<file path="config.mk">
export PLATFORM = sky130hd
export DESIGN_NAME = clipped_rect_span_raster
export DESIGN_NICKNAME = d
export VERILOG_FILES = /design/src/hdl/crsr_pkg.sv /design/src/hdl/clipped_rect_span_raster.sv /design/src/hdl/crsr_clip.sv
export SDC_FILE = /design/constraint.sdc
export NUM_CORES = 2
export LEC_CHECK = 0
export ABC_AREA = 1
export BUFFER_PORTS_ARGS = -buffer_cell sky130_fd_sc_hd__buf_2
export CORE_ASPECT_RATIO = 1.75
export CORE_MARGIN = 2
export CORE_UTILIZATION = 55
export CTS_BUF_LIST = sky130_fd_sc_hd__clkbuf_16
export CTS_CLUSTER_DIAMETER = 200
export CTS_CLUSTER_SIZE = 8
export DETAILED_ROUTE_END_ITERATION = 7
export PLACE_DENSITY = 0.81
export SLEW_MARGIN = 40
export SYNTH_ARGS = -nofsm -noshare
export SYNTH_HDL_FRONTEND = slang
export SYNTH_SLANG_ARGS = --single-unit
</file>
<file path="constraint.sdc">
create_clock -name aclk -period 15.96 [get_ports aclk]
set_input_delay 0.798 -clock aclk [delete_from_list [all_inputs] [get_ports aclk]]
set_output_delay 0.798 -clock aclk [all_outputs]
set_load 0.03 [all_outputs]
</file>
<file path="src/hdl/crsr_pkg.sv">
// Shared types and constants for the clipped rectangle span raster.
package crsr_pkg;

    // Signed width used for all row and column arithmetic.
    localparam int CW = 19;
    localparam int COL_W = 14;
    localparam int LEN_W = 14;

    // Configuration register indexes.
    localparam logic [1:0] CFG_SCREEN_WIDTH  = 2'd0;
    localparam logic [1:0] CFG_SCREEN_HEIGHT = 2'd1;
    localparam logic [1:0] CFG_LINE_STRIDE   = 2'd2;

    // Command opcodes.
    localparam logic [2:0] OP_FILL    = 3'd0;
    localparam logic [2:0] OP_OUTLINE = 3'd1;
    localparam logic [2:0] OP_GRAD    = 3'd2;
    localparam logic [2:0] OP_ROUND   = 3'd3;
    localparam logic [2:0] OP_STEP    = 3'd4;

    // Shape kinds as stored.
    localparam logic [1:0] KIND_FILL    = 2'd0;
    localparam logic [1:0] KIND_OUTLINE = 2'd1;
    localparam logic [1:0] KIND_GRAD    = 2'd2;
    localparam logic [1:0] KIND_ROUND   = 2'd3;

    typedef struct packed {
        logic [2:0]         opcode;
        logic signed [15:0] x_pos;
        logic signed [15:0] y_pos;
        logic signed [15:0] box_width;
        logic signed [15:0] box_height;
        logic [13:0]        corner_radius;
        logic [31:0]        color_first;
        logic [31:0]        color_second;
    } in_item_t;

    typedef struct packed {
        logic [24:0] span_start;
        logic [12:0] span_length;
        logic [31:0] span_color;
        logic        last_span;
    } out_item_t;

    // Visible spans of one shape row.
    typedef struct packed {
        logic [1:0]       cnt;
        logic [COL_W-1:0] col0;
        logic [LEN_W-1:0] len0;
        logic [COL_W-1:0] col1;
        logic [LEN_W-1:0] len1;
    } row_spans_t;

endpackage

</file>
<file path="src/hdl/clipped_rect_span_raster.sv">
// Top level of the clipped rectangle span raster.
//
// A command item (fill, outline, gradient, rounded fill) latches a shape and
// searches for its first visible row; it gives no result unless the shape is
// empty or wholly off screen, in which case one span of length 0 marked last
// is returned. Each step item then returns the next visible row as one or two
// spans, the last span of the last visible row marked last. A step while idle gives nothing.
// Items are taken on s_valid & s_ready; results leave on m_valid & m_ready.
// The block takes one item at a time and s_ready stays low until all results
// of the item have been taken, so a stalled receiver holds the block.
// Inside a rounded corner band each row examined also has its inset found
// with a 16-step square root. A step adds the gradient dividers, one per
// channel for a gradient shape, the row offset multiply and the output of
// each span, which waits while the receiver stalls; the row search also looks
// one row ahead, and the row found ahead is examined again by the next step.
// Synchronous active-low reset returns the block to idle with the default
// screen of 1280 x 720 and a stride of 1280.
module clipped_rect_span_raster
    import crsr_pkg::*;
#(
    parameter int MAX_ROW_PIXELS = 4096,
    parameter int MAX_STRIDE     = 8192
) (
    input  logic      aclk,
    input  logic      aresetn,
    input  logic      s_valid,
    output logic      s_ready,
    input  in_item_t  s_item,
    output logic      m_valid,
    input  logic      m_ready,
    output out_item_t m_item,
    input  logic      cfg_we,
    input  logic [1:0] cfg_index,
    input  logic [13:0] cfg_wdata
);

    typedef enum logic [13:0] {
        ST_IDLE  = 14'b00000000000001,
        ST_ROW   = 14'b00000000000010,
        ST_SQ_A  = 14'b00000000000100,
        ST_SQ_B  = 14'b00000000001000,
        ST_SQ_C  = 14'b00000000010000,
        ST_SQRT  = 14'b00000000100000,
        ST_CHECK = 14'b00000001000000,
        ST_GMUL  = 14'b00000010000000,
        ST_GDIV0 = 14'b00000100000000,
        ST_GDIV  = 14'b00001000000000,
        ST_GFIN  = 14'b00010000000000,
        ST_BASE  = 14'b00100000000000,
        ST_BASE2 = 14'b01000000000000,
        ST_EMIT  = 14'b10000000000000
    } state_t;

    typedef enum logic [1:0] {
        MODE_CMD,
        MODE_FIRST,
        MODE_NEXT
    } mode_t;

    state_t state_reg;
    mode_t  mode_reg;

    logic [12:0] sw_reg, sh_reg;
    logic [13:0] stride_reg;

    logic               busy_reg;
    logic [1:0]         kind_reg;
    logic signed [15:0] left_reg, top_reg, w_reg, h_reg;
    logic [15:0]        row_cnt_reg;
    logic [13:0]        radius_reg;
    logic [31:0]        cola_reg, colb_reg;

    logic signed [CW-1:0] cur_dy_reg;
    logic [15:0]          dy_cur_reg;
    logic [14:0]          band_reg;
    logic [13:0]          inset_reg;
    logic [31:0]          rsq_reg, v_reg, res_reg, bit_reg;
    logic [4:0]           iter_reg;
    logic [1:0]           chan_reg;
    logic [15:0]          rem_reg;
    logic [22:0]          quo_reg;
    logic                 neg_reg;
    logic [23:0]          grad_reg;
    logic [24:0]          base_reg;
    logic                 last_reg;
    logic                 emit_idx_reg;
    row_spans_t           spans_reg;

    logic signed [17:0] mul_a, mul_b;
    logic signed [35:0] mul_reg;

    logic      m_valid_reg;
    out_item_t m_item_reg;

    // Effective screen and stride after saturation.
    logic signed [CW-1:0] eff_w, eff_h, x_s, w_s, h_s, top_s, dy_s, hi, neg_top;
    logic [15:0]          eff_stride;
    always_comb begin
        eff_w = (32'(sw_reg) > MAX_ROW_PIXELS) ? CW'(MAX_ROW_PIXELS) : CW'(sw_reg);
        eff_h = (32'(sh_reg) > MAX_ROW_PIXELS) ? CW'(MAX_ROW_PIXELS) : CW'(sh_reg);
        eff_stride = (32'(stride_reg) > MAX_STRIDE) ? 16'(MAX_STRIDE) : 16'(stride_reg);
        x_s   = CW'(left_reg);
        w_s   = CW'(w_reg);
        h_s   = CW'(h_reg);
        top_s = CW'(top_reg);
        dy_s  = cur_dy_reg;
        neg_top = -top_s;
        hi = ((eff_h - top_s) < h_s) ? eff_h - top_s : h_s;
    end

    // Corner band test for the row under examination.
    logic signed [CW-1:0] r_s, bot_dist;
    logic                 in_top, in_bot, in_band;
    logic [14:0]          band_row;
    always_comb begin
        r_s      = CW'(signed'({1'b0, radius_reg}));
        bot_dist = h_s - CW'(1) - dy_s;
        in_top   = dy_s < r_s;
        in_bot   = bot_dist < r_s;
        in_band  = (kind_reg == KIND_ROUND) && (in_top || in_bot);
        band_row = in_top ? dy_s[14:0] : bot_dist[14:0];
    end

    // Row span evaluation.
    row_spans_t cur_spans;
    crsr_clip u_clip (
        .kind  (kind_reg),
        .x     (x_s),
        .w     (w_s),
        .h     (h_s),
        .dy    (dy_s),
        .inset (CW'(signed'({1'b0, inset_reg}))),
        .scr_w (eff_w),
        .spans (cur_spans)
    );

    // Shared multiplier operand selection.
    logic [14:0] cy;
    logic [7:0]  ch_t, ch_b;
    logic signed [8:0] ch_diff;
    always_comb begin
        cy      = 15'(radius_reg) - 15'd1 - band_reg;
        ch_t    = cola_reg[8*chan_reg +: 8];
        ch_b    = colb_reg[8*chan_reg +: 8];
        ch_diff = signed'({1'b0, ch_b}) - signed'({1'b0, ch_t});
        mul_a   = '0;
        mul_b   = '0;
        case (state_reg)
            ST_SQ_A: begin
                mul_a = signed'({4'b0, radius_reg});
                mul_b = signed'({4'b0, radius_reg});
            end
            ST_SQ_B: begin
                mul_a = signed'({3'b0, cy});
                mul_b = signed'({3'b0, cy});
            end
            ST_GMUL: begin
                mul_a = 18'(ch_diff);
                mul_b = signed'({2'b0, dy_cur_reg});
            end
            ST_BASE: begin
                mul_a = 18'(top_s + CW'(signed'({1'b0, dy_cur_reg})));
                mul_b = signed'({2'b0, eff_stride});
            end
            default: begin
                mul_a = '0;
                mul_b = '0;
            end
        endcase
    end

    // Square root step.
    logic [31:0] sq_sum, sq_v_next, sq_res_next;
    logic [13:0] sq_inset;
    always_comb begin
        sq_sum = res_reg + bit_reg;
        if (v_reg >= sq_sum) begin
            sq_v_next   = v_reg - sq_sum;
            sq_res_next = (res_reg >> 1) + bit_reg;
        end else begin
            sq_v_next   = v_reg;
            sq_res_next = res_reg >> 1;
        end
        if (sq_res_next >= 32'(radius_reg) - 32'd1) begin
            sq_inset = '0;
        end else begin
            sq_inset = radius_reg - 14'd1 - sq_res_next[13:0];
        end
    end

    // Divider step and gradient channel result.
    logic [16:0] div_shift;
    logic [23:0] ch_sum;
    always_comb begin
        div_shift = {rem_reg, quo_reg[22]};
        ch_sum = neg_reg ? 24'(ch_t) - 24'(quo_reg) : 24'(ch_t) + 24'(quo_reg);
    end

    // Command decode and radius clamp.
    logic        s_fire, cmd_empty;
    logic [13:0] r_clamp;
    logic [14:0] half_w, half_h;
    always_comb begin
        s_fire    = s_valid && s_ready;
        cmd_empty = (s_item.box_width <= 0) || (s_item.box_height <= 0);
        half_w    = s_item.box_width[15:1];
        half_h    = s_item.box_height[15:1];
        r_clamp   = s_item.corner_radius;
        if (15'(r_clamp) > half_w) r_clamp = half_w[13:0];
        if (15'(r_clamp) > half_h) r_clamp = half_h[13:0];
    end

    // Outcome of the row search.
    logic search_done, search_found;
    always_comb begin
        search_done  = ((state_reg == ST_ROW) && (dy_s >= neg_top) && (dy_s >= hi)) ||
                       ((state_reg == ST_CHECK) && (cur_spans.cnt != 2'd0));
        search_found = (state_reg == ST_CHECK);
    end

    logic out_free;
    assign out_free = !m_valid_reg || m_ready;
    assign s_ready  = (state_reg == ST_IDLE) && !m_valid_reg;
    assign m_valid  = m_valid_reg;
    assign m_item   = m_item_reg;

    // Configuration registers.
    always_ff @(posedge aclk) begin
        if (!aresetn) begin
            sw_reg     <= 13'd1280;
            sh_reg     <= 13'd720;
            stride_reg <= 14'd1280;
        end else if (cfg_we) begin
            case (cfg_index)
                CFG_SCREEN_WIDTH:  sw_reg     <= cfg_wdata[12:0];
                CFG_SCREEN_HEIGHT: sh_reg     <= cfg_wdata[12:0];
                CFG_LINE_STRIDE:   stride_reg <= cfg_wdata;
                default: ;
            endcase
        end
    end

    // Shared multiplier.
    always_ff @(posedge aclk) begin
        mul_reg <= mul_a * mul_b;
    end

    // Sequencer.
    always_ff @(posedge aclk) begin
        if (!aresetn) begin
            state_reg    <= ST_IDLE;
            mode_reg     <= MODE_CMD;
            busy_reg     <= 1'b0;
            m_valid_reg  <= 1'b0;
            kind_reg     <= '0;
            row_cnt_reg  <= '0;
            radius_reg   <= '0;
            emit_idx_reg <= 1'b0;
        end else begin
            if (m_valid_reg && m_ready) m_valid_reg <= 1'b0;
            case (state_reg)
                ST_IDLE: begin
                    if (s_fire && (s_item.opcode <= OP_ROUND)) begin
                        kind_reg    <= s_item.opcode[1:0];
                        left_reg    <= s_item.x_pos;
                        top_reg     <= s_item.y_pos;
                        w_reg       <= s_item.box_width;
                        h_reg       <= s_item.box_height;
                        cola_reg    <= s_item.color_first;
                        colb_reg    <= s_item.color_second;
                        busy_reg    <= 1'b0;
                        row_cnt_reg <= '0;
                        radius_reg  <= '0;
                        if (cmd_empty) begin
                            m_item_reg  <= '{span_start: '0, span_length: '0,
                                             span_color: '0, last_span: 1'b1};
                            m_valid_reg <= 1'b1;
                        end else begin
                            if (s_item.opcode == OP_ROUND) radius_reg <= r_clamp;
                            cur_dy_reg <= '0;
                            mode_reg   <= MODE_CMD;
                            state_reg  <= ST_ROW;
                        end
                    end else if (s_fire && (s_item.opcode == OP_STEP) && busy_reg) begin
                        cur_dy_reg <= CW'(signed'({1'b0, row_cnt_reg}));
                        mode_reg   <= MODE_FIRST;
                        state_reg  <= ST_ROW;
                    end
                end
                ST_ROW: begin
                    if (dy_s < neg_top) begin
                        cur_dy_reg <= neg_top;
                    end else if (dy_s < hi) begin
                        band_reg  <= band_row;
                        inset_reg <= '0;
                        state_reg <= in_band ? ST_SQ_A : ST_CHECK;
                    end
                end
                ST_SQ_A: state_reg <= ST_SQ_B;
                ST_SQ_B: begin
                    rsq_reg   <= mul_reg[31:0];
                    state_reg <= ST_SQ_C;
                end
                ST_SQ_C: begin
                    v_reg     <= rsq_reg - mul_reg[31:0];
                    res_reg   <= '0;
                    bit_reg   <= 32'h4000_0000;
                    iter_reg  <= '0;
                    state_reg <= ST_SQRT;
                end
                ST_SQRT: begin
                    v_reg    <= sq_v_next;
                    res_reg  <= sq_res_next;
                    bit_reg  <= bit_reg >> 2;
                    iter_reg <= iter_reg + 5'd1;
                    if (iter_reg == 5'd15) begin
                        inset_reg <= sq_inset;
                        state_reg <= ST_CHECK;
                    end
                end
                ST_CHECK: begin
                    if (cur_spans.cnt == 2'd0) begin
                        cur_dy_reg <= cur_dy_reg + CW'(1);
                        state_reg  <= ST_ROW;
                    end
                end
                ST_GMUL: state_reg <= ST_GDIV0;
                ST_GDIV0: begin
                    neg_reg   <= mul_reg[35];
                    quo_reg   <= mul_reg[35] ? 23'(-mul_reg) : mul_reg[22:0];
                    rem_reg   <= '0;
                    iter_reg  <= '0;
                    state_reg <= ST_GDIV;
                end
                ST_GDIV: begin
                    if (div_shift >= 17'(h_reg)) begin
                        rem_reg <= 16'(div_shift - 17'(h_reg));
                        quo_reg <= {quo_reg[21:0], 1'b1};
                    end else begin
                        rem_reg <= div_shift[15:0];
                        quo_reg <= {quo_reg[21:0], 1'b0};
                    end
                    iter_reg <= iter_reg + 5'd1;
                    if (iter_reg == 5'd22) state_reg <= ST_GFIN;
                end
                ST_GFIN: begin
                    grad_reg[8*chan_reg +: 8] <= ch_sum[7:0];
                    if (chan_reg == 2'd0) begin
                        state_reg <= ST_BASE;
                    end else begin
                        chan_reg  <= chan_reg - 2'd1;
                        state_reg <= ST_GMUL;
                    end
                end
                ST_BASE: state_reg <= ST_BASE2;
                ST_BASE2: begin
                    base_reg   <= mul_reg[24:0];
                    cur_dy_reg <= CW'(signed'({1'b0, dy_cur_reg})) + CW'(1);
                    mode_reg   <= MODE_NEXT;
                    state_reg  <= ST_ROW;
                end
                ST_EMIT: begin
                    if (out_free) begin
                        m_valid_reg <= 1'b1;
                        m_item_reg.span_color <= (kind_reg == KIND_GRAD) ?
                                                 {8'h00, grad_reg} : cola_reg;
                        if (!emit_idx_reg) begin
                            m_item_reg.span_start  <= base_reg + 25'(spans_reg.col0);
                            m_item_reg.span_length <= spans_reg.len0[12:0];
                            m_item_reg.last_span   <= last_reg && (spans_reg.cnt == 2'd1);
                        end else begin
                            m_item_reg.span_start  <= base_reg + 25'(spans_reg.col1);
                            m_item_reg.span_length <= spans_reg.len1[12:0];
                            m_item_reg.last_span   <= last_reg;
                        end
                        if (emit_idx_reg || (spans_reg.cnt == 2'd1)) begin
                            emit_idx_reg <= 1'b0;
                            state_reg    <= ST_IDLE;
                        end else begin
                            emit_idx_reg <= 1'b1;
                        end
                    end
                end
                default: state_reg <= ST_IDLE;
            endcase

            // Resolution of a finished row search.
            if (search_done) begin
                case (mode_reg)
                    MODE_CMD: begin
                        if (search_found) begin
                            busy_reg    <= 1'b1;
                            row_cnt_reg <= cur_dy_reg[15:0];
                        end else begin
                            m_item_reg  <= '{span_start: '0, span_length: '0,
                                             span_color: '0, last_span: 1'b1};
                            m_valid_reg <= 1'b1;
                        end
                        state_reg <= ST_IDLE;
                    end
                    MODE_FIRST: begin
                        if (search_found) begin
                            dy_cur_reg <= cur_dy_reg[15:0];
                            spans_reg  <= cur_spans;
                            chan_reg   <= 2'd2;
                            state_reg  <= (kind_reg == KIND_GRAD) ? ST_GMUL : ST_BASE;
                        end else begin
                            busy_reg    <= 1'b0;
                            m_item_reg  <= '{span_start: '0, span_length: '0,
                                             span_color: '0, last_span: 1'b1};
                            m_valid_reg <= 1'b1;
                            state_reg   <= ST_IDLE;
                        end
                    end
                    default: begin
                        if (search_found) begin
                            row_cnt_reg <= cur_dy_reg[15:0];
                            last_reg    <= 1'b0;
                        end else begin
                            busy_reg <= 1'b0;
                            last_reg <= 1'b1;
                        end
                        emit_idx_reg <= 1'b0;
                        state_reg    <= ST_EMIT;
                    end
                endcase
            end
        end
    end

`ifndef NO_ASSERTIONS
    // The block only takes an item while idle with no result pending.
    assert property (@(posedge aclk) disable iff (!aresetn)
        s_ready |-> (state_reg == ST_IDLE) && !m_valid_reg)
        else $error("s_ready raised outside idle");

    // An empty span always closes its command.
    assert property (@(posedge aclk) disable iff (!aresetn)
        (m_valid && (m_item.span_length == '0)) |-> m_item.last_span)
        else $error("empty span not marked last");

    // Emission only runs with one or two latched spans.
    assert property (@(posedge aclk) disable iff (!aresetn)
        (state_reg == ST_EMIT) |-> ((spans_reg.cnt == 2'd1) || (spans_reg.cnt == 2'd2)))
        else $error("bad span count in emission");

    // The square root never runs past its sixteen steps.
    assert property (@(posedge aclk) disable iff (!aresetn)
        (state_reg == ST_SQRT) |-> (iter_reg <= 5'd15))
        else $error("square root step count overrun");
`endif

endmodule

</file>
<file path="src/hdl/crsr_clip.sv">
// Row span evaluation: clips the spans of one shape row to the screen.
module crsr_clip
    import crsr_pkg::*;
(
    input  logic [1:0]         kind,
    input  logic signed [CW-1:0] x,
    input  logic signed [CW-1:0] w,
    input  logic signed [CW-1:0] h,
    input  logic signed [CW-1:0] dy,
    input  logic signed [CW-1:0] inset,
    input  logic signed [CW-1:0] scr_w,
    output row_spans_t         spans
);

    logic                 side_row;
    logic                 lv, rv;
    logic signed [CW-1:0] xr, a, b, ac, bc, len;

    // Outline middle rows of width over 2 are up to two one-pixel edge spans; others are at most one clipped span.
    always_comb begin
        side_row = (kind == KIND_OUTLINE) && (dy != '0) && (dy != h - CW'(1)) && (w > CW'(2));
        xr = x + w - CW'(1);
        lv = (x >= 0) && (x < scr_w);
        rv = (xr >= 0) && (xr < scr_w);
        a  = x + inset;
        b  = x + w - inset;
        ac = (a < 0) ? '0 : a;
        bc = (b > scr_w) ? scr_w : b;
        len = (bc > ac) ? bc - ac : '0;
        spans = '0;
        if (side_row) begin
            if (lv) begin
                spans.col0 = x[COL_W-1:0];
                spans.len0 = LEN_W'(1);
                if (rv) begin
                    spans.col1 = xr[COL_W-1:0];
                    spans.len1 = LEN_W'(1);
                    spans.cnt  = 2'd2;
                end else begin
                    spans.cnt = 2'd1;
                end
            end else if (rv) begin
                spans.col0 = xr[COL_W-1:0];
                spans.len0 = LEN_W'(1);
                spans.cnt  = 2'd1;
            end
        end else if (len != '0) begin
            spans.col0 = ac[COL_W-1:0];
            spans.len0 = len[LEN_W-1:0];
            spans.cnt  = 2'd1;
        end
    end

endmodule

</file>
# --- After elaboration in Yosys (flattened, before gate mapping) ---
# Index checks and enable logic that the tools add are counted.
word_totals:
  register_bits: 658
  in_bits: 166
  output_inout_bits: 73
  elab_cells: 315
op_classes:
  add_sub_neg: 31
  n_mul: 1
  order_cmp: 26
  eq_ne: 43
  shifts: 4
  muxes: 105
  bitwise: 2
  reduce_logical: 60
op_table:
  columns: ["op", "n"]
  rows:
  - ["$mux W71", 6]
  - ["$mux W14", 20]
  - ["$pmux W14 S14", 1]
  - ["$pmux W32 S2", 3]
  - ["$mux W19", 9]
  - ["$pmux W71 S2", 1]
  - ["$mux W16", 6]
  - ["$mux W32", 3]
  - ["$pmux W19 S4", 1]
  - ["$pmux W18 S4", 1]
  - ["$ge A32 B32 Y1", 2]
  - ["$pmux W16 S4", 1]
  - ["$shiftx A32 B6 Y8", 2]
  - ["$sub A32 B32 Y32", 2]
  - ["$mux W30", 2]
  - ["$mux W29", 2]
  - ["$pmux W14 S2", 2]
  - ["$add A25 B14 Y25", 2]
  - ["$pmux W23 S2", 1]
  - ["$ge A19 B19 Y1", 2]
  - ["$lt A19 B15 Y1", 2]
  - ["$lt A19 B19 Y1", 2]
  - ["$mux W38", 1]
  - ["$reduce_bool A19 Y1", 2]
  - ["other kinds (98)", 196]

# --- Depth between registers and ports, before layout ---
depth:
  word_depth: 14
  ltp_mapped: 55
  ltp_nobuf: 54

# --- By module ---
# From an unflattened synthesis, not the netlist that was laid out.
hier_totals:
  hier_cells: 8393
  area_unflattened_um2: 63337.0
by_module_without_submodules:
  columns: ["module", "n_inst", "cells_per_inst", "area_each_um2"]
  rows:
  - ["clipped_rect_span_raster", 1, 6949, 55320.6]
  - ["crsr_clip", 1, 1444, 8016.4]

# --- Least setup slack after synthesis ---
# No wires, ideal clock.
synth_path:
  kind: "register -> register"
  startpoint: "register left_reg[0]"
  endpoint: "register dy_cur_reg[0] (enable)"
  setup_ns: 0.478
  t_arrival_ns: 8.722
  slack_ns: 6.760
  path_stages_with_launch: 48
  period_less_slack_ns: 9.200
  path_cell_list: "edfxtp_1 > ha_1 > fa_1 > nand3_1 > nand3_1 > xor2_1 > ha_1 > nand2_1 > inv_1 > nand2_1 > nand3_1 > a31o_2 > nand2_1 > nand2_1 > xor2_1 > ha_1 > nand2_1 > inv_1 > [12 not listed] > inv_1 > o31ai_2 > nand3_1 > nand2_1 > nand2_1 > o211ai_1 > nand2_1 > nand3_4 > nand2_1 > nor2_1 > nor2_1 > nand2_1 > nand2_2 > nand3_4 > nand2_8 > inv_2 > nand2_1 > nor2_1"
synth_between:
  elab_chain_len: 13
  word_cells_on_any_way: 27
  cone_classes: "add/sub (5); order compare (7); mux (8); reduce/logical (7)"
synth_lines:
  columns: ["element", "line", "source"]
  rows:
  - ["from (decl)", "clipped_rect_span_raster.sv:68", "logic signed [15:0] left_reg, top_reg, w_reg, h_reg;"]
  - ["from (signal assigned)", "clipped_rect_span_raster.sv:265", "left_reg <= s_item.x_pos;"]
  - ["$add A16 B16 Y17", "crsr_clip.sv:22, crsr_clip.sv:26", null]
  - ["$sub A17 B15 Y18", "crsr_clip.sv:26", "b = x + w - inset;"]
  - ["$gt A19 B14 Y1", "crsr_clip.sv:28", "bc = (b > scr_w) ? scr_w : b;"]
  - ["$mux W19", "crsr_clip.sv:28", null]
  - ["$sub A19 B19 Y19 / $gt A19 B19 Y1 (equally long branches)", "crsr_clip.sv:29", "len = (bc > ac) ? bc - ac : '0;"]
  - ["$mux W19", "crsr_clip.sv:29", null]
  - ["$reduce_bool A19 Y1", "crsr_clip.sv:47", "end else if (len != '0) begin"]
  - ["$mux W29", "crsr_clip.sv:47", null]
  - ["$mux W30 (*)", "crsr_clip.sv:31", "if (side_row) begin"]
  - ["$reduce_bool A2 Y1 (*)", "clipped_rect_span_raster.sv:217", "((state_reg == ST_CHECK) && (cur_spans.cnt != 2'd0));"]
  - ["$logic_and A1 B1 Y1 (*)", "clipped_rect_span_raster.sv:217", null]
  - ["$logic_or A1 B1 Y1 (*)", "clipped_rect_span_raster.sv:216", "search_done = ((state_reg == ST_ROW) && (dy_s >= neg_top) && (dy_s >= hi)) ||"]
  - ["$reduce_and A4 Y1 (no source line) (*)", null, null]
  - ["to (signal assigned)", "clipped_rect_span_raster.sv:403", "dy_cur_reg <= cur_dy_reg[15:0];"]
  - ["to (decl)", "clipped_rect_span_raster.sv:74", "logic [15:0] dy_cur_reg;"]
# Every way passes the cells marked *; elsewhere a longest branch is shown, timed or not.
# A chain may end at the register's enable or synchronous reset.

# --- Final worst setup path ---
layout_path:
  startpoint: "register chan_reg[0]"
  endpoint: "register mul_reg[29]"
layout_between:
  elab_chain_len: 4
  word_cells_on_any_way: 5
  cone_classes: "add/sub (1); mul (1); shift (2); mux (1)"
layout_lines:
  columns: ["element", "line", "source"]
  rows:
  - ["from (decl)", "clipped_rect_span_raster.sv:79", "logic [1:0] chan_reg;"]
  - ["from (signal assigned)", "clipped_rect_span_raster.sv:351", "chan_reg <= chan_reg - 2'd1;"]
  - ["$shiftx A32 B6 Y8 (on tied branches)", "clipped_rect_span_raster.sv:144, clipped_rect_span_raster.sv:143", null]
  - ["$sub A8 B8 Y9 (*)", "clipped_rect_span_raster.sv:145", "ch_diff = signed'({1'b0, ch_b}) - signed'({1'b0, ch_t});"]
  - ["$pmux W18 S4 (*)", "clipped_rect_span_raster.sv:148", "case (state_reg)"]
  - ["$mul A18 B17 Y35 (*)", "clipped_rect_span_raster.sv:245", "mul_reg <= mul_a * mul_b;"]
  - ["to (signal assigned)", "clipped_rect_span_raster.sv:245", null]
  - ["to (decl)", "clipped_rect_span_raster.sv:90", "logic signed [35:0] mul_reg;"]
# Marked as above.

==> impl_results.md <==
* Outcome: finished clean
* Most frequent CP cell: fa_1
* Critical path's top delay family: adder cells
* Initial antenna violation count at 3
* Max FFs per register at 71
* HP Class: input port to flip-flop
* # setup viols final at 0
* Mapped Cells at 7073
* Total GRT Usage at 0.360
* Worst slack at placement at 6000 ps
* Cell Rows at 156
* Clock sink count at 640
* Worst Tran Pin Value at 907 ps
* Pleak at 29.4 nW
* Clk_lat worst skew at 740 ps
* CTS root buffer: clkbuf_16
* Layout cell share with drive strength beyond 1 at 0.0732
* CP max stage delay at 600 ps
* Largest net degree at the start of global routing at 73
* Crit-path slowest cell: edfxtp_1
* Sequential-to-total area share from yosys stat at 0.314
* RSZ-0062 raised after global routing: no
* Chip width at 248 µm
* Vias in the first global route at 52300
* Layout area overhead at 9.24%
* Final-layout fill cell count at 8981
* First-pass GRT wire length at 291 mm
* TritonCTS Buffers at 89
* Mapped Avg Cell Area at 8.10 µm²
* Final TNS setup at 0 ps
* Setup crit start kind: flip-flop
* Routed WL at 192 mm
* Synth Register Bits at 640
* Pwr/cell area at 98.9 nW/µm²
* Starting Density at 0.555
* I/O Buffers at 238
* WP data required at 16510 ps
* Crit-path max FO at 38
* Final HPWL DP at 151 mm
* Peak supply drop at 123 µV
* DR vias at 51400
* Max Slew Vio Count at 0
* Final setup margin at 6100 ps
* Critical path class: flip-flop to flip-flop
* Achievable frequency at 101 MHz
* I/O pin count at 239
* Clock share of power at 0.290
* CTS tree: built
* Minimum clock period at 9860 ps
* Die Height at 431 µm
* Post-synthesis async set-or-reset flop share at 0
* # hold bufs at CTS at 0
* Clk buf depth at 3
* Die area at 107000 µm²
* Post-synth EDFFs at 516
* Gpl congestion at 1.07
* Worst Setup End Kind: flip-flop
* CTS-repair resized insts at 0
* Slew headroom at 0.391
* Syn_nets at 8111
* Fraction of power spent switching nets at 0.402
* Synthesized cell area at 57300 µm²
* Max Cap Viol at 0
* Synth Warn # at 0
* Routed wire length per instance at 22.1 µm
* Part of the power in registers at 0.338
* Clk slew on worst S/H paths at 80 ps
* CORE AREA at 103000 µm²
* Drt first-iter violations at 4140
* Combinational Power Share at 0.373
* Clock skew at 70.6 ps
* Final clock period utilization by the worst path at 0.618
* Cell variety after synth at 81
* TritonRoute pass-1 iters at 7
* Net Switching at 2.49 mW
* Htree depth at 3
* Synth Flop Type: edfxtp_1
* Vias per cell at 5.90
* Post-route antenna net violation count at 0
* Postcts setup bufs at 0
* WP buf/inv at 7
* Hold violation total from the final report at 0
* Nets at 8338
* Hold slack at 224 ps
* DRC Markers at 0
* Internal power at 3.70 mW
* Data arrival time of the critical path at 10410 ps
* Total gr overflow at 0
per-layer routing:
layer,GRT usage,part of all wire
met4,0.314,0.10
met3,0.0680,0.077
met5,0,0
met2,0.627,0.49
met1,0.364,0.33
synth_stat cells (15+ instances only):
| cell type | instances | area share |
|---|---|---|
| nand2_1 | 1351 | 0.088 |
| inv_1 | 1285 | 0.084 |
| nor2_1 | 586 | 0.038 |
| ha_1 | 564 | 0.12 |
| edfxtp_1 | 516 | 0.27 |
| a21oi_1 | 479 | 0.042 |
| o21ai_0 | 466 | 0.041 |
| fa_1 | 308 | 0.11 |
| nand3_1 | 226 | 0.020 |
| xor2_1 | 199 | 0.030 |
| dfxtp_1 | 124 | 0.043 |
| clkbuf_1 | 110 | 0.0072 |
| nand4_1 | 91 | 0.0099 |
| nor3_1 | 89 | 0.0078 |
| xnor2_1 | 85 | 0.013 |
| o211ai_1 | 48 | 0.0063 |
| or2_2 | 45 | 0.0049 |
| o22ai_1 | 41 | 0.0045 |
| buf_2 | 36 | 0.0031 |
| o21bai_1 | 34 | 0.0045 |
| a31oi_1 | 33 | 0.0036 |
| nor4_1 | 32 | 0.0035 |
| o21ai_1 | 30 | 0.0026 |
| a21o_1 | 21 | 0.0028 |
| nand2_2 | 19 | 0.0021 |
| a211oi_1 | 16 | 0.0021 |
| inv_2 | 15 | 0.00098 |
placed cells by master (no fill, tap or decap), drive strengths merged, types with 36 or more instances in the layout:
cell / synthesis / final
xnor2: 85 / 85
fa: 308 / 308
xor2: 200 / 200
nand4: 92 / 92
inv: 1300 / 1368
a21oi: 492 / 492
buf: 46 / 291
nor3: 93 / 93
edfxtp: 516 / 516
ha: 564 / 564
clkbuf: 110 / 90
dfxtp: 124 / 124
o22ai: 41 / 41
o211ai: 48 / 48
nand2: 1376 / 1376
o21ai: 496 / 496
or2: 50 / 50
nor4: 36 / 36
nand3: 231 / 231
nor2: 595 / 595
cell families after synthesis:
logic type,Yosys count,share of synthesized area
mux,5,0.000938
xor+xnor,285,0.0437
simple gates,2499,0.185
compound gates,1306,0.129
fa+ha+maj,872,0.231
flops,640,0.314
buf+inv,1466,0.0974
final cells by class:
| class | count | area (µm²) | area share |
|---|---|---|---|
| clock inverter | 69 | 324 | 0.00517 |
| clock buffer | 89 | 2230 | 0.0356 |
| sequential | 640 | 18000 | 0.287 |
| multi-input combinational | 4967 | 33900 | 0.541 |
| timing repair buffer | 292 | 1610 | 0.0257 |
| antenna | 6 | 15.0 | 0.000240 |
| tap | 1343 | 1680 | 0.0268 |
| inverter | 1310 | 4920 | 0.0785 |
worst paths after layout:
kind,from,end,slack [ps],depth (start not counted)
worst max-delay path,chan_reg[0],mul_reg[29],6100,39
worst min-delay path,s_item[115],top_reg[5],220,1
worst max register to register,chan_reg[0],mul_reg[29],6100,39
worst min register to register,mul_reg[29],rsq_reg[29],430,0
worst register-to-register path, delay by kind of cell, from the launching register on:
family | cells | cell delay (ps)
xor+xnor | 1 | 150
buf+inv | 7 | 1500
fa+ha+maj | 9 | 3480
simple gates | 8 | 1250
compound gates | 14 | 2720
flops | 1 | 600
through the flow:
step / util / cell area (µm²) / power [mW] / instances
final: 0.607 / 62600 / 6.19 / 8716
after global routing: 0.606 / 62600 / 6.50 / 8712
after CTS: 0.606 / 62600 / 6.13 / 8709
after detailed placement: 0.581 / 60000 / 4.35 / 8551
after global placement: 0.581 / 60000 / 4.31 / 8550
after floorplan: - / 57300 / 3.65 / 7073
power groups by stage:
stage                     clock (mW)  sequential (mW)  combinational [mW]
after floorplan                    0             2.12                1.53
after global placement             0             2.11                2.19
after detailed placement           0             2.12                2.23
after CTS                       1.80             2.08                2.25
after global routing            1.86             2.09                2.55
final                           1.79             2.09                2.31
Note: power is estimated with default switching activity, not from simulation.
